### src/rtl/mmh_pkg.sv
// Shared types, constants and helper functions for the MurmurHash3 x86_32 stream hasher.
// Has no dependencies; every other file in rtl/ imports it.
package mmh_pkg;

    localparam int unsigned WORD_W  = 32;
    localparam int unsigned COUNT_W = 3;
    localparam int unsigned QDEPTH  = 2;
    localparam int unsigned QPTR_W  = 1;
    localparam int unsigned QCNT_W  = 2;

    localparam logic [WORD_W-1:0] SEED_RESET = 32'hDEADBEEF;
    localparam logic [WORD_W-1:0] MIX_C1     = 32'hCC9E2D51;
    localparam logic [WORD_W-1:0] MIX_C2     = 32'h1B873593;
    localparam logic [WORD_W-1:0] MIX_ADD    = 32'hE6546B64;
    localparam logic [WORD_W-1:0] FIN_M1     = 32'h85EBCA6B;
    localparam logic [WORD_W-1:0] FIN_M2     = 32'hC2B2AE35;

    localparam logic [COUNT_W-1:0] CNT_FULL = 3'd4;

    // Classified message word as it travels from front to back.
    typedef struct packed {
        logic [WORD_W-1:0]  word;   // unused bytes already cleared
        logic [COUNT_W-1:0] count;  // clamped to 0..4
        logic               last;
        logic               full;   // four bytes: mix as a full block
        logic               err;    // short non-last word
    } item_t;

    // Status of the back end seen by the top level.
    typedef struct packed {
        logic busy;
        logic mid;
    } back_stat_t;

    function automatic logic [WORD_W-1:0] rotl(input logic [WORD_W-1:0] v,
                                              input logic [4:0] n);
        logic [2*WORD_W-1:0] d;
        d = {v, v} << n;
        return d[2*WORD_W-1:WORD_W];
    endfunction

    function automatic logic [COUNT_W-1:0] clamp_count(input logic [COUNT_W-1:0] c);
        return (c > CNT_FULL) ? CNT_FULL : c;
    endfunction

    function automatic logic [WORD_W-1:0] byte_mask(input logic [COUNT_W-1:0] c);
        logic [WORD_W-1:0] m;
        case (c)
            3'd0:    m = 32'h0000_0000;
            3'd1:    m = 32'h0000_00FF;
            3'd2:    m = 32'h0000_FFFF;
            3'd3:    m = 32'h00FF_FFFF;
            default: m = 32'hFFFF_FFFF;
        endcase
        return m;
    endfunction

endpackage

### src/rtl/mmh_queue.sv
// Short FIFO of classified items between front and back ends.
// Depends on mmh_pkg.
module mmh_queue
    import mmh_pkg::*;
(
    input  logic  clk,
    input  logic  rst_n,
    input  logic  push_valid,
    output logic  push_ready,
    input  item_t push_item,
    output logic  pop_valid,
    input  logic  pop_ready,
    output item_t pop_item
);

    item_t             mem [QDEPTH];
    logic [QPTR_W-1:0] wr_ptr_reg;
    logic [QPTR_W-1:0] rd_ptr_reg;
    logic [QCNT_W-1:0] count_reg;
    logic              push;
    logic              pop;

    assign push_ready = (count_reg != QCNT_W'(QDEPTH));
    assign pop_valid  = (count_reg != '0);
    assign pop_item   = mem[rd_ptr_reg];
    assign push       = push_valid && push_ready;
    assign pop        = pop_valid && pop_ready;

    always_ff @(posedge clk or negedge rst_n)
    begin
        if (!rst_n)
        begin
            wr_ptr_reg <= '0;
            rd_ptr_reg <= '0;
            count_reg  <= '0;
        end
        else
        begin
            if (push)
            begin
                wr_ptr_reg <= wr_ptr_reg + 1'b1;
            end
            if (pop)
            begin
                rd_ptr_reg <= rd_ptr_reg + 1'b1;
            end
            case ({push, pop})
                2'b10:   count_reg <= count_reg + 1'b1;
                2'b01:   count_reg <= count_reg - 1'b1;
                default: count_reg <= count_reg;
            endcase
        end
    end

    always_ff @(posedge clk)
    begin
        if (push)
        begin
            mem[wr_ptr_reg] <= push_item;
        end
    end

endmodule

### config.mk
export PLATFORM = sky130hd
export DESIGN_NAME = mmh_queue
export DESIGN_NICKNAME = d
export VERILOG_FILES = /design/src/rtl/mmh_pkg.sv /design/src/rtl/mmh_queue.sv
export SDC_FILE = /design/constraint.sdc
export NUM_CORES = 1
export LEC_CHECK = 0
export ABC_AREA = 1
export ABC_CLOCK_PERIOD_IN_PS = 3200
export BUFFER_PORTS_ARGS = -buffer_cell sky130_fd_sc_hd__buf_4
export CORE_ASPECT_RATIO = 1.1
export CORE_MARGIN = 4
export CORE_UTILIZATION = 51
export CTS_CLUSTER_DIAMETER = 60
export DETAILED_ROUTE_END_ITERATION = 16
export GPL_TIMING_DRIVEN = 0
export PLACE_DENSITY = 0.78
export SYNTH_ARGS = -nofsm -noshare
export SYNTH_HDL_FRONTEND = slang
export SYNTH_SLANG_ARGS = --single-unit
export TNS_END_PERCENT = 20
### constraint.sdc
create_clock -name clk -period 3.2 [get_ports clk]
set_input_delay 0.64 -clock clk [delete_from_list [all_inputs] [get_ports clk]]
set_output_delay 0.64 -clock clk [all_outputs]
set_load 0.005 [all_outputs]
# Word level (Yosys, flattened, before mapping)
# Memories as Yosys holds them, arrays and structs flattened.
# Index checks and enable logic that the tools add are counted.
# W data, S select, Z words.
dict set report word_totals {
  input_bits 42
  out_inout_bits 40
  elab_cells 18
  ff_bits 4
  n_memories 1
  ram_bits 76
}
# memory depth word_bits rd rd_clocked_by_memory_dff wr line
set mem_list {}
lappend mem_list {mem 2 38 1 0 1 mmh_queue.sv:16} ;# item_t mem [QDEPTH];
dict set report classes {
  muxes 3
  n_eq_ne 3
  reduce_logical 4
  addsub 4
}
# op n
set op_table {}
lappend op_table {{$pmux W2 S2} 1}
lappend op_table {{$reduce_bool A2 Y1} 2}
lappend op_table {{$add A1 B1 Y1 const B} 2}
lappend op_table {{$add A2 B1 Y2 const B} 1}
lappend op_table {{$eq A2 B1 Y1 const B} 1}
lappend op_table {{$eq A2 B2 Y1 const B} 1}
lappend op_table {{$logic_and A1 B1 Y1} 2}
lappend op_table {{$mux W1} 2}
lappend op_table {{$ne A2 B2 Y1 const B} 1}
lappend op_table {{$sub A2 B1 Y2 const B} 1}

# Longest topological paths before layout
dict set report depth {
  word_depth 4
  mapped_depth 10
  ltp_nobuf 10
}

# Least setup slack after synthesis
# OpenSTA, ideal clock, no wires.
dict set report synth_path {
  path_type {input to register}
  from {input port push_valid}
  to {memory mem[1][0] (netlist name), enable pin}
  required_ps 2765
  path_buffers 0
  setup_ps 435
  setup_slack_ps 411
  arrival_time_ps 2355
  path_stages 2
  cell_sequence {nand2_1 nor2_1}
}
dict set report synth_via {
  elab_chain_cells 3
}
# element line
set synth_rtl {}
lappend synth_rtl {{from (decl)} mmh_queue.sv:8} ;# input logic push_valid,
lappend synth_rtl {{$logic_and A1 B1 Y1} mmh_queue.sv:26} ;# assign push = push_valid && push_ready;
lappend synth_rtl {{$mux W1} mmh_queue.sv:57} ;# if (push)
lappend synth_rtl {{$mux W1 (implied by the code)} mmh_queue.sv:59} ;# mem[wr_ptr_reg] <= push_item;
lappend synth_rtl {{to (decl)} mmh_queue.sv:16}
# Every way passes these cells.

==> results.cfg <==
[place]
placed_cell_area_sq_um = 3740
place_inst = 386
port_buffers = 81
hpwlAfterDp_mm = 3.62
place.gp.congestion = 0.716

[final_layout]
finalNonFillerCells = 402
n_fill_cell = 396
area_growth_syn_to_layout_pct = 32.5
diodes = 0
largest_register_ffs = 76
layout-drive-gt1-share_pct = 33.6
fin_nets = 365
design_area_sq_um = 3950

[global_route]
globalRoute.totalOverflow = 0
grt_max_degree = 26
first_global_vias = 1857
grt_pass1_wl_mm = 8.36
track_usage_pct = 16.1
antenna_found_initial = 0

[clock_tree]
clock_path_buffers = 2
postCtsResizedCells = 0
numCtsBuffers = 9
insertion_delay_ns = 0.34
clock-sinks = 80
cts_setup_buffers = 0
clkSlewWorstSetupHoldPaths_ns = 0.08
h-tree-depth = 3
cts_tree = done
hold_buffers = 0
cts_root_buf = clkbuf_8

[worst_setup_path]
path_buf_inv = 4
crit_family = buffers and inverters
cpMostUsedCell = buf_4
cpPeakStageDelay_ns = 0.42
start_kind = flop
worstSetupPathType = reg -> out
critPathCaptureType = output pin
path_cells = inv_2 -> buf_4 -> buf_4 -> nand2_1 -> nand2_1 -> buf_4
crit_fanout = 10
cp_slowest_cell = dfrtp_1
crit_required_ns = 2.56
critPathArrivalTime_ns = 1.44

[yosys]
ys_ff_latch = 80
ys_seq_area_share_pct = 79.9
synth.most_common_cell = nand2_1
synthCells = 228
synth_common_cells = nand2_1, edfxtp_1, inv_1
yosysTopAreaCellShare_pct = 76.6
avgSynthCellArea_sq_um = 13.1
syn_area_sq_um = 2980
syn_nets = 271
synth_cell_types = 14
synth-warning-count = 0
yosysTopAreaCell = edfxtp_1
async_flop_share_pct = 5.00
synth_area_leaders = edfxtp_1, nand2_1, dfrtp_1, buf_4, inv_1
synthFlopType = edfxtp_1
synth-edff-count = 76

[detailed_routing]
avgViaCountPerCell = 4.65
first_pass_iters = 4
vias = 1869
ant_nets = 0
drt_iter0_markers = 95
wl_met1_mm = 2.05
wl_met3_um = 464
drc = 0
wl_met2_mm = 2.79
wl_mm = 5.41
wl_per_cell_um = 13.5
highest_layer = met4

[floorplanning]
die-height_um = 88.2
core-area_sq_um = 5540
io_pins = 82
row_count = 28
die_w_um = 80.9
die_area_sq_um = 7130
initial_utilization_pct = 53.8

[timing]
min_period_ns = 2.08
rsz0062_at_grt = false
finalSetupViolations = 0
tightest_slew_ns = 0.492
max_clock_freq_ghz = 0.480
setup_tns_ns = 0
slew_viol_final = 0
hold_viol = 0
hold_slack_ns = 0.0830
finalClockSkew_ns = 0.00480
min_period_over_period_pct = 65.2
slew_headroom_pct = 67.1

[job]
maxCapViolCount = 0

[power_and_ir_drop]
power.leakage_nw = 1.73
ir_drop_uv = 512
total_power_mw = 3.48
p_per_area_nw_per_um2 = 882

[outcome]
status = complete, no violations

[hold_path]
hp-class = in -> async
layout make-up:
type                            instances  area [sq um]  share of cell area [%]
Multi-Input combinational cell        133           537                    13.6
Buffer                                  8          50.0                    1.27
Inverter                                7          26.3                   0.666
Sequential cell                        80          2380                    60.3
Clock inverter                          7          86.3                    2.19
Timing Repair Buffer                   83           648                    16.4
Tap cell                               75          93.8                    2.38
Clock buffer                            9           124                    3.14
where the power goes:
part	leakage, nW	switching (mW)	total, mW	internal, mW
logic	0.865	0.653	1.21	0.560
registers	0.755	0.0706	1.50	1.43
clock network	0.106	0.338	0.770	0.432
logic make-up after synthesis:
family                     Yosys count  synth area share [%]
and+or+nand+nor                    130                  16.6
buffers and inverters               15                  2.56
DFF                                 80                  79.9
AOI/OAI and AO/OA                    1                 0.168
xor gates and xnor gates             1                 0.294
adders and majority gates            1                 0.420
path summary, 6_finish.rpt:
path / to / from / cells after the start / slack [ns]
max in group asynchronous: wr_ptr_reg / rst_n / 1 / 3.01
max reg2reg: mem[0][12] / count_reg[0] / 5 / 1.50
max: pop_item[21] / rd_ptr_reg / 6 / 1.12
min in group clk: mem[0][11] / push_item[11] / 1 / 0.48
min reg2reg: count_reg[0] / count_reg[0] / 1 / 0.53
min: rd_ptr_reg / rst_n / 1 / 0.08
placed cells by master (no fill, tap or decap), types with 2 or more instances in the layout:
cell	count
nand2_1	123
buf_4	85
edfxtp_1	76
clkbuf_8	9
inv_1	6
buf_2	4
dfrtp_1	4
clkinv_2	3
nor2_4	2
nand3_1	2
bufinv_16	2
buf_12	2
layer usage:
layer / vias to the layer above / GRT usage (%)
li1: 946 / -
met1: 827 / 18.5
met2: 85 / 27.2
met3: 11 / 4.32
met4: 0 / 9.37
met5: - / 0
metrics by stage:
| stage | setup slack [ns] | utilization, % |
|---|---|---|
| after CTS | 1.08 | 71.3 |
| after floorplan | 0.411 | - |
| after detailed placement | 1.28 | 67.5 |
| after global placement | -0.519 | 66.5 |
| final | 1.12 | 71.3 |
| after global routing | 0.966 | 71.3 |
(Power assumes the default switching activity.)
